--- src/hw/rtl/assert_macros.svh ---
// Assertion macros shared by the codec RTL.
// Expects clk_i and rst_ni in the including scope.
`ifndef ASSERT_MACROS_SVH
`define ASSERT_MACROS_SVH

// Condition holds at every clock edge outside reset
`define ASSERT_NOW(lbl, cond, msg) \
  lbl: assert property (@(posedge clk_i) disable iff (!rst_ni) (cond)) else $error(msg);

// Antecedent at one edge implies consequent at the next edge
`define ASSERT_NEXT(lbl, ante, cons, msg) \
  lbl: assert property (@(posedge clk_i) disable iff (!rst_ni) (ante) |=> (cons)) else $error(msg);

`endif

--- src/hw/rtl/spk_div30.sv ---
// One long-division step by 30 on a 16-bit limb with incoming remainder.
// Depends on nothing; reciprocal multiply with a single correction.
module spk_div30 (
  input  logic [20:0] cur_i,   // {rem, limb}, below 30 * 2^16
  output logic [15:0] quo_o,
  output logic [4:0]  rem_o
);

  localparam logic [19:0] RECIP = 20'd559240;  // floor(2^24 / 30)

  logic [40:0] prod;
  logic [15:0] q0;
  logic [21:0] r0;

  // estimate is exact or one low
  assign prod = 41'(cur_i) * 41'(RECIP);
  assign q0   = prod[39:24];
  assign r0   = 22'(cur_i) - (22'(q0) << 5) + (22'(q0) << 1);

  always_comb begin
    if (r0 >= 22'd30) begin
      quo_o = q0 + 16'd1;
      rem_o = 5'(r0 - 22'd30);
    end else begin
      quo_o = q0;
      rem_o = r0[4:0];
    end
  end

endmodule

--- config.mk ---
export PLATFORM = sky130hd
export DESIGN_NAME = spk_div30
export DESIGN_NICKNAME = d
export VERILOG_FILES = /design/src/hw/rtl/assert_macros.svh /design/src/hw/rtl/spk_div30.sv
export SDC_FILE = /design/constraint.sdc
export NUM_CORES = 1
export LEC_CHECK = 0
export ABC_AREA = 1
export BUFFER_PORTS_ARGS = -buffer_cell sky130_fd_sc_hd__buf_2
export CORE_MARGIN = 4
export CORE_UTILIZATION = 55
export DETAILED_ROUTE_END_ITERATION = 8
export GPL_TIMING_DRIVEN = 0
export PLACE_DENSITY = 0.73
export SLEW_MARGIN = 20
export SYNTH_ARGS = -nofsm -noshare
export SYNTH_HDL_FRONTEND = slang
export SYNTH_SLANG_ARGS = --single-unit
--- constraint.sdc ---
create_clock -name vclk -period 10
set_clock_uncertainty 0.15 [all_clocks]
set_input_delay 1.5 -clock vclk [all_inputs]
set_output_delay 1.5 -clock vclk [all_outputs]
set_load 0.05 [all_outputs]
# Word level (Yosys, flattened, before mapping)

Index checks and enable logic that the tools add are counted.

Register bits: 0
Latch bits: 0
RAM bits: 0
Bits in read-only memories: 0
Input bits: 21
Memories: 0

Add/sub/neg operators: 4
Multiply operators: 1
Div/mod/pow operators: 0
$lt $le $gt $ge: 1
Eq/ne operators: 0
Shift-type cells: 0
Multiplexer cells: 2
Bitwise operators: 0
Reductions and logical operators: 0

Operator list:

| kind                                                  | count |
|---|---|
| multiplier 21 x 17 -> 37 bit (second input constant)  | 1 |
| adder 22 x 17 -> 22 bit                               | 1 |
| >= comparator 22 x 5 -> 1 bit (second input constant) | 1 |
| subtractor 21 x 21 -> 22 bit                          | 1 |
| adder 16 x 1 -> 16 bit (second input constant)        | 1 |
| two-way mux 16 bit                                    | 1 |
| two-way mux 5 bit                                     | 1 |
| subtractor 5 bit (second input constant)              | 1 |

# Longest topological paths before layout

Depth in word-level cells: 5
Depth in mapped cells: 42
Depth with buffers taken out: 41

# Worst setup path before layout

Ideal clock, no wire load.

Path type: input to output
Start: input cur_i[1]
End: output quo_o[0]
Arrival: 7672 ps
Slack: 678 ps
Stages: 34
Buffers on the path: 1
Path through: ha_1 > inv_1 > fa_1 > inv_1 > fa_1 > inv_1 > fa_1 > inv_1 > ha_1 > ha_1 > nand2_1 > nor2_1 > inv_1 > nor2_1 > nand2_1 > nand2_1 > xor2_1 > inv_1 > ha_1 > fa_1 > inv_1 > nand3_1 > nand2_1 > nand2_1 > nand2_2 > nand3_1 > nand3_1 > nand2_1 > nor2_2 > nand2_1 > nor2_2 > nand3_4 > buf_6 > xor2_1

Word-level cells in the longest chain between the ends: 5
Elaborated cells on any way between the ends: 6
Classes of those cells: 3 x add/sub; 1 x mul; 1 x order compare; 1 x mux

Ends and longest elaborated chain:

| what                          | line            | text |
|---|---|---|
| start, declared               | spk_div30.sv:4  | `input logic [20:0] cur_i,` |
| multiplier 21 x 17 -> 37 bit  | spk_div30.sv:16 | `assign prod = 41'(cur_i) * 41'(RECIP);` |
| subtractor 21 x 21 -> 22 bit  | spk_div30.sv:18 | `assign r0 = 22'(cur_i) - (22'(q0) << 5) + (22'(q0) << 1);` |
| adder 22 x 17 -> 22 bit       | spk_div30.sv:18 |  |
| >= comparator 22 x 5 -> 1 bit | spk_div30.sv:21 | `if (r0 >= 22'd30) begin` |
| two-way mux 16 bit (*)        | spk_div30.sv:21 |  |
| end, declared                 | spk_div30.sv:5  | `output logic [15:0] quo_o,` |

Mark *: on every way between the ends. The rest lies on a longest branch, timed or not.

# Worst setup path in the final report

Start: input cur_i[6]
End: output quo_o[1]

The elaborated chain is that of the path after synthesis.

==> flow_metrics.py <==
metrics = {
    "global_route": {
        "grt_first_pass_wirelength_mm": 30.19,
        "grt_pass1_vias": 6397,
        "grt_antenna_before_repair": 0,
        "grt_max_degree": 11,
        "grt_util_all_layers": 0.2786,
        "grt_overflow_total": 0,
    },
    "setup_path": {
        "slowest_delay_ps": 570,
        "cp.arrival_ps": 8120,
        "crit_path_end": "quo_o[1]",
        "startpoint_type": "primary input",
        "crit_type": "primary input to output pin",
        "cp.required_ps": 8350,
        "cp_common_cell": "nand2_1",
        "cp-startpoint": "cur_i[6]",
        "slowest_stage": "fa_1",
        "crit_fanout": 6,
        "end_kind": "output pin",
    },
    "routing": {
        "routedWlPerCell_um": 14.85,
        "drt_iter0_markers": 463,
        "antenna_left": 0,
        "dr.pass1.iters": 7,
        "vias_per_cell": 5.265,
        "drt-total-wl_mm": 19.41,
        "drc": 0,
        "via_count": 6881,
    },
    "sta": {
        "fmax_mhz": 102.4,
        "setup_tns_ps": 0,
        "worst_pin_slew_ps": 331.9,
        "finalMaxSlewViolations": 0,
        "hold_violations": 0,
        "fin_crit_sh": 0.9766,
        "layout_min_cycle_time_ps": 9766,
        "slew_headroom": 0.7770,
        "setup_violations": 0,
    },
    "min_path": {
        "min_path_type": "primary input to output pin",
        "min_path_cells": 3,
    },
    "layout": {
        "final_cell_mix": "369 x nand2_1, 243 x inv_1, 130 x ha_1, 67 x nand3_1, 62 x nor2_1",
        "seq_area_sq_um": 0,
        "n_sequential_cell": 0,
        "diodes": 0,
        "clkbuf_count": 0,
        "drive_gt1_frac": 0.1349,
        "fin_area_sq_um": 7435,
        "mostFrequentLayoutCell": "nand2_1",
        "area_delta_synth_final_pct": 15.09,
        "nets": 1363,
        "post-route-util": 0.6483,
    },
    "synth": {
        "yosys_warnings": 0,
        "ys_types": 36,
        "yosysSeqAreaShare": 0,
        "synthesis.area_sq_um": 6460,
        "syn_nets": 1306,
        "avgSynthCellArea_sq_um": 5.825,
        "syn-instance-count": 1109,
    },
    "floorplanning": {
        "pin_count": 42,
        "initial_utilization": 0.5633,
        "fp.coreArea_sq_um": 11470,
        "num_rows": 39,
        "dieArea_sq_um": 13540,
        "die_w_um": 116.4,
        "die_y_um": 116.4,
    },
    "flow_run": {
        "drv_cap": 0,
    },
    "status": {
        "status": "completed",
    },
    "placement": {
        "dp_hpwl_mm": 16.24,
        "io_buffers": 42,
        "dpl_cell_area_sq_um": 6849,
        "gp_congestion": 0.9610,
    },
    "cts": {
        "ctsHoldBuffers": 0,
    },
}
## cell usage after synthesis (8+ instances only)
library cell  count  area, sq um
a21oi_1          32        160.2
fa_1             32        640.6
ha_1            144         1802
inv_1           244        915.9
nand2_1         385         1445
nand3_1          69        345.3
nand3b_1          8        60.06
nand4_1          24        150.1
nor2_1           82        307.8
nor2_2            8        50.05
o21ai_0           8        40.04
xor2_1           14        122.6
## metrics by stage
| stage | hold slack, ps | setup WS [ps] | std cells |
|---|---|---|---|
| 5_1_grt | 3304 | -31.94 | 1307 |
| 3_3_place_gp | 3285 | -286.2 | 1294 |
| 3_5_place_dp | 3288 | -244.0 | 1294 |
| 6_report | 3284 | 234.3 | 1307 |
| 4_1_cts | 3288 | 5.209 | 1294 |
| 2_1_floorplan | 3017 | 678.4 | 1109 |
## critical path: cells and delay by family
family / cells / cell delay, ps
adder cells (fa/ha/maj): 8 / 3020
AND/OR/NAND/NOR: 15 / 2000
buffers and inverters: 7 / 870
AO/OA/AOI/OAI: 3 / 550
XOR/XNOR: 1 / 170
## cell type report
cell class                      count  area (sq um)
Multi-Input combinational cell    854          5912
Fill cell                        1108          4033
Inverter                          252         945.9
Timing Repair Buffer               54         356.6
Tap cell                          143         178.9
Buffer                              4         41.29
## layer usage
| metal | part of all wire | global-route usage | vias to the layer above |
|---|---|---|---|
| met1 | 0.45 | 0.3800 | 3078 |
| met2 | 0.48 | 0.5053 | 224 |
| met3 | 0.046 | 0.002591 | 32 |
| met4 | 0.019 | 0.04099 | 0 |
| met5 | 0 | 0 | - |
| li1 | - | - | 3547 |
## worst min path at each step
| stage | endpoint | slack (ps) | startpoint |
|---|---|---|---|
| floorplan | rem_o[0] | 3020 | cur_i[0] |
| global placement | rem_o[0] | 3280 | cur_i[0] |
| detailed placement | rem_o[0] | 3290 | cur_i[0] |
| CTS | rem_o[0] | 3290 | cur_i[0] |
| global route | rem_o[0] | 3300 | cur_i[0] |
| finish | rem_o[0] | 3280 | cur_i[0] |
## kinds of logic after synthesis
logic type,synth area share
buffers and inverters,0.1517
adder cells (fa/ha/maj),0.3781
AND/OR/NAND/NOR,0.3928
AO/OA/AOI/OAI,0.05075
XOR/XNOR,0.02673
## repair_timing
action                                  CTS  global route
hold endpoints to repair                  0             0
endpoints found under the setup margin   19            20
resized for setup                        11           101
setup buffers                             0            11
pin swaps                                 0            12
gates cloned                              0             2
Power is left out: the tool's default activity adds up to more than one toggle a clock period on the data nets, which glitch-free logic cannot reach.
