File: src/hw/rtl/assert_macros.svh
// Assertion macros shared by the codec RTL.
// Expects clk_i and rst_ni in the including scope.
`ifndef ASSERT_MACROS_SVH
`define ASSERT_MACROS_SVH

// Condition holds at every clock edge outside reset
`define ASSERT_NOW(lbl, cond, msg) \
  lbl: assert property (@(posedge clk_i) disable iff (!rst_ni) (cond)) else $error(msg);

// Antecedent at one edge implies consequent at the next edge
`define ASSERT_NEXT(lbl, ante, cons, msg) \
  lbl: assert property (@(posedge clk_i) disable iff (!rst_ni) (ante) |=> (cons)) else $error(msg);

`endif

File: src/hw/rtl/spk_pkg.sv
// Package for the encrypted ID codec: constants, state enum, alphabet helpers.
// No dependencies.
package spk_pkg;

  localparam int unsigned ROUNDS     = 32;
  localparam int unsigned STR_LEN    = 27;
  localparam int unsigned CHECK_BITS = 48;
  localparam int unsigned LIMBS      = 8;    // 16-bit limbs of the 128-bit block
  localparam int unsigned CNT_W      = $clog2(ROUNDS);
  localparam int unsigned POS_W      = $clog2(STR_LEN);
  localparam int unsigned LIMB_W     = $clog2(LIMBS);

  localparam logic [63:0] GEN_OFFSET = 64'd1111111111111111111;
  localparam logic [63:0] GEN_MULT   = 64'h3243f6a8885a308d;

  localparam logic [8*30-1:0] ALPHABET = "0123456789bcdfghjkmnpqrstvwxyz";

  // Configuration register indexes
  localparam logic [1:0] CFG_KEY_LOW  = 2'd0;
  localparam logic [1:0] CFG_KEY_HIGH = 2'd1;
  localparam logic [1:0] CFG_SEED     = 2'd2;

  typedef enum logic [3:0] {
    ST_KLOAD,
    ST_SCHED,
    ST_IDLE,
    ST_GEN0,
    ST_GEN1,
    ST_GEN2,
    ST_ENC,
    ST_DIV,
    ST_EMIT,
    ST_DEC,
    ST_VERDICT
  } state_e;

  typedef enum logic {
    DIR_FWD,
    DIR_INV
  } round_dir_e;

  typedef struct packed {
    logic       ok;
    logic [4:0] val;
  } digit_t;

  // Character to base-30 digit
  function automatic digit_t digit_of(input logic [7:0] c);
    digit_t res;
    res = '0;
    for (int i = 0; i < 30; i++) begin
      if (c == ALPHABET[(29 - i) * 8 +: 8]) begin
        res.ok  = 1'b1;
        res.val = 5'(i);
      end
    end
    return res;
  endfunction

  // Base-30 digit to character
  function automatic logic [7:0] char_of(input logic [4:0] d);
    logic [7:0] c;
    c = '0;
    for (int i = 0; i < 30; i++) begin
      if (d == 5'(i)) c = ALPHABET[(29 - i) * 8 +: 8];
    end
    return c;
  endfunction

endpackage

File: src/hw/rtl/spk_round.sv
// Shared Speck128 round unit, forward and inverse; also runs the key schedule.
// Depends on spk_pkg.
module spk_round (
  input  spk_pkg::round_dir_e dir_i,
  input  logic [63:0]         x_i,
  input  logic [63:0]         y_i,
  input  logic [63:0]         k_i,
  output logic [63:0]         x_o,
  output logic [63:0]         y_o
);

  logic [63:0] fx, fy, iy, ix;

  // forward: x = (ror8(x) + y) ^ k; y = rol3(y) ^ x
  assign fx = ({x_i[7:0], x_i[63:8]} + y_i) ^ k_i;
  assign fy = {y_i[60:0], y_i[63:61]} ^ fx;

  // inverse: y = ror3(y ^ x); x = rol8((x ^ k) - y)
  logic [63:0] yx, xd;
  assign yx = y_i ^ x_i;
  assign iy = {yx[2:0], yx[63:3]};
  assign xd = (x_i ^ k_i) - iy;
  assign ix = {xd[55:0], xd[63:56]};

  always_comb begin
    if (dir_i == spk_pkg::DIR_INV) begin
      x_o = ix;
      y_o = iy;
    end else begin
      x_o = fx;
      y_o = fy;
    end
  end

endmodule

File: config.mk
export PLATFORM = sky130hd
export DESIGN_NAME = spk_round
export DESIGN_NICKNAME = d
export VERILOG_FILES = /design/src/hw/rtl/assert_macros.svh /design/src/hw/rtl/spk_pkg.sv /design/src/hw/rtl/spk_round.sv
export SDC_FILE = /design/constraint.sdc
export NUM_CORES = 1
export LEC_CHECK = 0
export BUFFER_PORTS_ARGS = -buffer_cell sky130_fd_sc_hd__buf_2
export CORE_AREA = 2 2 169 171
export DETAILED_ROUTE_END_ITERATION = 8
export DIE_AREA = 0 0 171 173
export PLACE_DENSITY = 0.62
export SLEW_MARGIN = 20
export SYNTH_ARGS = -nofsm -noshare
export SYNTH_HDL_FRONTEND = slang
export SYNTH_SLANG_ARGS = --single-unit
File: constraint.sdc
create_clock -name vclk -period 6.01
set_input_delay 0.3005 -clock vclk [all_inputs]
set_output_delay 0.3005 -clock vclk [all_outputs]
set_load 0.05 [all_outputs]
# [Yosys cells after proc, flatten, opt, wreduce, memory -nomap -nowiden]
# Cells that the tools add are included.
[totals] register_bits=0 latchBits=0 ram_bits=0 mem_bits_ro=0 input_bits=193 out_inout_bits=128 wordCells=8 memories=0
[op_classes] addsub=2 n_mul=0 n_div=0 order_cmp=0 eq_ne=0 shifts=0 n_mux=2 n_bitwise=4 n_reduce_logical=0
[ops] op="$xor A64 B64 Y64" count=4
[ops] op="$mux W64" count=2
[ops] op="$add A64 B64 Y64" count=1
[ops] op="$sub A64 B64 Y64" count=1

# [Logic depth before layout (Yosys ltp)]
# Gate-level depths: netlist of the first run.
[logic_depth] depth_word=4 depth_mapped=14

# [Worst setup path after synthesis of the first run]
# Ideal clock, no wire load.
[synth_timing] kind="input port to output port" from="input x_i[8]" to="output x_o[52]" arrival_ps=3774 required_time_ps=5709 slack_ps=1936 cell_stages=13 cell_sequence="ha_1 inv_1 fa_1 nand2b_1 a21oi_1 o221ai_1 a2111oi_1 o21ai_1 o22a_1 and3b_1 o21ai_2 xnor2_1 o21ai_0"
[synth_between] elab_chain_len=3
[synth_lines] item="start: declaration" line="spk_round.sv:5" rtl="input logic [63:0] x_i,"
[synth_lines] item="$add A64 B64 Y64 (tied with other cells)" line="spk_round.sv:15" rtl="assign fx = ({x_i[7:0], x_i[63:8]} + y_i) ^ k_i;"
[synth_lines] item="$xor A64 B64 Y64 or $sub A64 B64 Y64 (tied branches)" line="spk_round.sv:15, spk_round.sv:22"
[synth_lines] item="$mux W64 *" line="spk_round.sv:26" rtl="if (dir_i == spk_pkg::DIR_INV) begin"
[synth_lines] item="end: declaration" line="spk_round.sv:8" rtl="output logic [63:0] x_o,"
# Every way passes the cells marked *; elsewhere a longest branch is shown, timed or not.

# [Worst setup path after layout of the first run]
[layout_timing] from="input x_i[8]" to="output y_o[52]"
[layout_between] elab_chain_len=4
[layout_lines] item="$add A64 B64 Y64" line="spk_round.sv:15"
[layout_lines] item="$xor A64 B64 Y64" line="spk_round.sv:15"
[layout_lines] item="$xor A64 B64 Y64" line="spk_round.sv:16" rtl="assign fy = {y_i[60:0], y_i[63:61]} ^ fx;"
[layout_lines] item="$mux W64" line="spk_round.sv:26"
[layout_lines] item="end: declaration" line="spk_round.sv:9" rtl="output logic [63:0] y_o"
# No other way between the ends.

==> impl_metrics.json, run 1 <==
{
  "finalHoldViolations": 0,
  "drt-vias-per-instance": 5.864,
  "yosys.area_share.adder_pct": 14.40,
  "endpoint_kind": "output port",
  "fin_ws_ns": 1.309,
  "grt_pass1_vias": 12561,
  "yosysUniqueCellTypes": 73,
  "synth_compound_area_share_pct": 29.64,
  "synth_area_leaders": "xnor2_1 (17%), ha_1 (14%), xor2_1 (11%)",
  "place_congestion": 1.014,
  "io_pins": 321,
  "hold_path_class": "in2out",
  "grt.overflow.total": 0,
  "critPathKind": "in2out",
  "syn2layout_area_growth_pct": 16.25,
  "layout_commonest_cell": "buf_2",
  "cp_data_required_time_ns": 5.71,
  "setup_viol": 0,
  "min_period_over_period_pct": 78.22,
  "die_x_um": 171,
  "whs_ns": 1.055,
  "drt_wl_total_um": 47940,
  "seq_area_um2": 0,
  "cp_max_fo": 5,
  "synth-xor-area-share_pct": 28.83,
  "p_leak_nw": 6.008,
  "initial_core_util_pct": 40.63,
  "synth_top_family_by_area": "compound AO/OA/AOI/OAI gates",
  "mostFrequentLayoutCells": "buf_2 (320), a21oi_1 (222), xnor2_1 (218)",
  "hpwl_um": 41370,
  "nFillCells": 2925,
  "seq_cell_count": 0,
  "first_pass_iters": 6,
  "final_nets": 2213,
  "ant_nets": 0,
  "avgRoutedWirePerCell_um": 21.14,
  "chipHeight_um": 173,
  "postPlaceCellArea_mm2": 0.01305,
  "layout-drive-gt1-share_pct": 18.78,
  "core_area_mm2": 0.02763,
  "syn-num-nets": 1959,
  "slew_viol_final": 0,
  "drc": 0,
  "rows": 61,
  "setup_tns_ns": 0,
  "max_freq_mhz": 212.7,
  "period_minus_slack_ns": 4.701,
  "cts_resized": 0,
  "ys_seq_area_share_pct": 0,
  "final_cell_area_mm2": 0.01305,
  "synth_simple_gate_area_share_pct": 18.40,
  "rsz0062_at_grt": "false",
  "maxSlewHeadroom_pct": 27.43,
  "drt_iter0_drc": 1162,
  "critPathArrivalTime_ns": 4.40,
  "antenna_found_initial": 0,
  "antenna_cells": 0,
  "syn_area_mm2": 0.01122,
  "max-vdd-ir-drop_mv": 0.1729,
  "clkbuf_count": 0,
  "status": "complete, no violations",
  "ctsHoldBuffers": 0,
  "cts_setup_buffers": 0,
  "synth_area_per_cell_um2": 6.853,
  "die_area_mm2": 0.02958,
  "grt_pass1_wl_um": 71340,
  "synthCells": 1638,
  "grt_max_degree": 77,
  "worst_pin_slew_ns": 1.087,
  "port_buffers": 321,
  "post-place-ws_ns": 1.371,
  "maxCapViolCount": 0,
  "synth_top_cell_by_area": "xnor2_1",
  "synth_top_area_share_pct": 17.01,
  "yosysWarningCount": 0,
  "muxShareOfSynthArea_pct": 4.593,
  "pwr_density_cell_mw_per_mm2": 246.2,
  "vias": 13299,
  "grt_usage_pct": 30.44,
  "start_kind": "input port"
}
[power breakdown]
part | leakage [nW] | internal [mW] | switching [mW] | total [mW]
sequential | 0 | 0 | 0 | 0
combinational | 6.01 | 0.998 | 2.21 | 3.21
clock | 0 | 0 | 0 | 0
total | 6.01 | 0.998 | 2.21 | 3.21
[cell families after synthesis]
| group | Yosys count |
|---|---|
| xor+xnor | 363 |
| simple gates | 439 |
| compound gates | 538 |
| mux | 50 |
| buf+inv | 120 |
| fa+ha+maj | 128 |
[layout make-up]
| cell class | instances | area [µm²] | area share (%) |
|---|---|---|---|
| tap | 378 | 473.0 | 3.625 |
| multi-input combinational | 1518 | 10760 | 82.46 |
| timing repair buffer | 325 | 1639 | 12.56 |
| inverter | 47 | 176.4 | 1.352 |
[stage by stage]
stage                     cells  util [%]  total power, mW
after floorplan            1638         -            2.351
after global placement     2268     47.23            3.173
after detailed placement   2268     47.23            3.161
after CTS                  2268     47.23            3.176
after global routing       2268     47.23            3.416
final                      2268     47.23            3.213
[cells in the mapped netlist, types with 4 or more instances]
library cell and count:
clkbuf_1 63, and2_1 15, nand3_1 24, nor2_1 138, o211ai_1 10, xnor2_1 218, inv_1 46, a31o_2 4
nor3_1 18, and4_1 5, buf_2 5, nand4_1 34, xor2_1 141, mux2_2 12, nor4_1 9, o21bai_1 29
nand2_1 128, ha_1 126, a211oi_1 18, o221ai_1 4, nand2b_1 9, a31oi_1 14, a21o_1 73, a221oi_1 5
nor2b_1 18, a21boi_0 7, o31ai_1 6, o41ai_1 4, a21oi_1 222, a41oi_1 4, o21ai_0 94, mux2i_1 38
o21a_1 8, or3_1 11, o31a_1 4, or4_1 4, and3_1 15
[layer usage]
metal	up-vias	part of all wire, %	track usage, %
met4	0	3.2	8.863
li1	6394	-	-
met3	101	6.8	2.541
met5	-	0	0
met1	6148	45	41.97
met2	656	45	50.22
[worst max-delay path, cell delays in order]
cell and delay, ns:
buf_2 0.14, ha_1 0.20, inv_1 0.06, fa_1 0.38, nand2b_1 0.18, a21oi_1 0.23
o221ai_1 0.31, a2111oi_1 0.62, o21ai_1 0.34, o22a_1 0.29, and3b_1 0.25, o21ai_2 0.23
xnor3_1 0.35, mux2i_1 0.20, buf_2 0.31
[path summary, 6_finish.rpt]
path / startpoint / endpoint / slack [ns] / cells past startpoint
min: y_i[34] / y_o[37] / 1.06 / 4
max: x_i[8] / y_o[52] / 1.31 / 15
Note: power is estimated with default switching activity, not from simulation.
==> run 2, diff against run 1 <==
==> constraint.sdc (replaced) <==
create_clock -name vclk -period 4.4
set_input_delay 0.22 -clock vclk [all_inputs]
set_output_delay 0.22 -clock vclk [all_outputs]
set_load 0.05 [all_outputs]
==> run 2 against run 1 <==
Compared with the run above:
- sequential cell count is the same
- final area rose by 2.4%
- non-clock buffer count is 35 higher
- core utilization increased by 1.1 points
- wire length rose by 0.56%
- via count up 1.9%
- critical path depth rose by 1
- combinational power increased by 40%
- global-route usage hardly changed
- power is 39% higher
- worst setup slack got worse by 1.1 ns
- final cell count up 1.5%
- critical path type unchanged
==> impl_metrics.json, run 2 (synthesis gave the netlist of run 1 again) <==
{
  "status": "complete, no violations",
  "antenna_cells": 0,
  "first_pass_iters": 5,
  "worst_pin_slew_ns": 0.9030,
  "vias": 13558,
  "rsz0062_at_grt": "false",
  "finalPower_mw": 4.480,
  "maxCapViolCount": 0,
  "max-vdd-ir-drop_mv": 0.2263,
  "max_freq_mhz": 238.7,
  "mostFrequentLayoutCells": "buf_2 (320), a21oi_1 (221), xnor2_1 (218)",
  "die_area_mm2": 0.02958,
  "drt_iter0_drc": 1288,
  "grt_pass1_vias": 12856,
  "endpoint_kind": "output port",
  "core_area_mm2": 0.02763,
  "hpwl_um": 41350,
  "layout_commonest_cell": "buf_2",
  "setup_viol": 0,
  "pwr_density_cell_mw_per_mm2": 335.3,
  "die_x_um": 171,
  "place_congestion": 1.008,
  "setup_tns_ns": 0,
  "grt.overflow.total": 0,
  "avgRoutedWirePerCell_um": 20.93,
  "drt-vias-per-instance": 5.887,
  "seq_area_um2": 0,
  "antenna_found_initial": 0,
  "critPathKind": "in2out",
  "cp_max_fo": 7,
  "ant_nets": 0,
  "hold_path_class": "in2out",
  "p_leak_nw": 6.189,
  "min_period_over_period_pct": 95.23,
  "chipHeight_um": 173,
  "finalHoldViolations": 0,
  "rows": 61,
  "ctsHoldBuffers": 0,
  "layout-drive-gt1-share_pct": 20.52,
  "grt_pass1_wl_um": 71770,
  "critPathCapture": "x_o[62]",
  "seq_cell_count": 0,
  "io_pins": 321,
  "cp_data_required_time_ns": 4.18,
  "maxSlewHeadroom_pct": 39.71,
  "port_buffers": 321,
  "startpoint": "x_i[31]",
  "grt_usage_pct": 30.45,
  "grt_max_degree": 165,
  "start_kind": "input port",
  "syn2layout_area_growth_pct": 19.03,
  "clkbuf_count": 0,
  "period_minus_slack_ns": 4.190,
  "final_nets": 2248,
  "drt_wl_total_um": 48210,
  "critPathArrivalTime_ns": 3.97,
  "initial_core_util_pct": 40.63,
  "slew_viol_final": 0,
  "drc": 0
}
==> run 2: cell types whose count changed in the layout (fill, tap and decap cells not counted), sizes merged <==
cell,previous run,this run
buf,325,360
==> run 2: cell type report <==
class	count	area [µm²]
inverter	47	176.4
multi-input combinational	1518	10780
fill	2957	14270
timing repair buffer	360	1927
tap	378	473.0
==> run 2: per-layer routing <==
| metal | wire, µm | global-route usage [%] | up-vias |
|---|---|---|---|
| li1 | - | - | 6461 |
| met1 | 21040 | 41.60 | 6352 |
| met2 | 22610 | 52.54 | 664 |
| met3 | 3445 | 1.328 | 81 |
| met4 | 1116 | 6.921 | 0 |
| met5 | 0 | 0 | - |
==> run 2: per-stage QoR <==
| stage | hold slack (ns) | instances | cell area [µm²] | util [%] | setup WS, ns |
|---|---|---|---|---|---|
| final | 0.8925 | 2303 | 13360 | 48.36 | 0.2101 |
| after global routing | 0.9098 | 2303 | 13360 | 48.36 | 0.02950 |
| after CTS | 0.8944 | 2303 | 13340 | 48.27 | 0.1419 |
| after detailed placement | 0.8938 | 2303 | 13340 | 48.27 | 0.1815 |
| after global placement | 0.8933 | 2303 | 13340 | 48.27 | 0.2019 |
| after floorplan | 0.7384 | 1638 | 11220 | - | 0.4869 |
==> run 2: what timing repair did <==
action | 4_1_cts | 5_1_grt
setup endpoints to repair | 0 | 15
resized for setup | 0 | 6
setup buffers | 0 | 0
==> run 2: how the worst min path moves through the flow <==
stage | start | endpoint | slack (ns) | depth (start not counted)
global route | y_i[14] | y_o[17] | 0.91 | 4
global placement | y_i[20] | y_o[23] | 0.89 | 4
finish | y_i[20] | y_o[23] | 0.89 | 4
CTS | y_i[20] | y_o[23] | 0.89 | 4
detailed placement | y_i[20] | y_o[23] | 0.89 | 4
floorplan | y_i[8] | y_o[11] | 0.74 | 1
==> run 2: where the power goes <==
| group | internal, mW | leakage (nW) | switching, mW | total [mW] |
|---|---|---|---|---|
| Sequential | 0 | 0 | 0 | 0 |
| Clock | 0 | 0 | 0 | 0 |
| Combinational | 1.42 | 6.19 | 3.06 | 4.48 |
| Total | 1.42 | 6.19 | 3.06 | 4.48 |
==> run 2: worst max-delay path, stage by stage <==
cell and delay, ns:
buf_2 0.16, xnor2_1 0.37, ha_1 0.23, nand4_1 0.16, or3_4 0.43, or4_1 0.52
o221ai_2 0.20, o21bai_1 0.11, buf_4 0.16, a211oi_2 0.27, nor2_2 0.08, buf_12 0.15
o31ai_2 0.24, xnor2_1 0.13, mux2i_1 0.21, buf_2 0.31
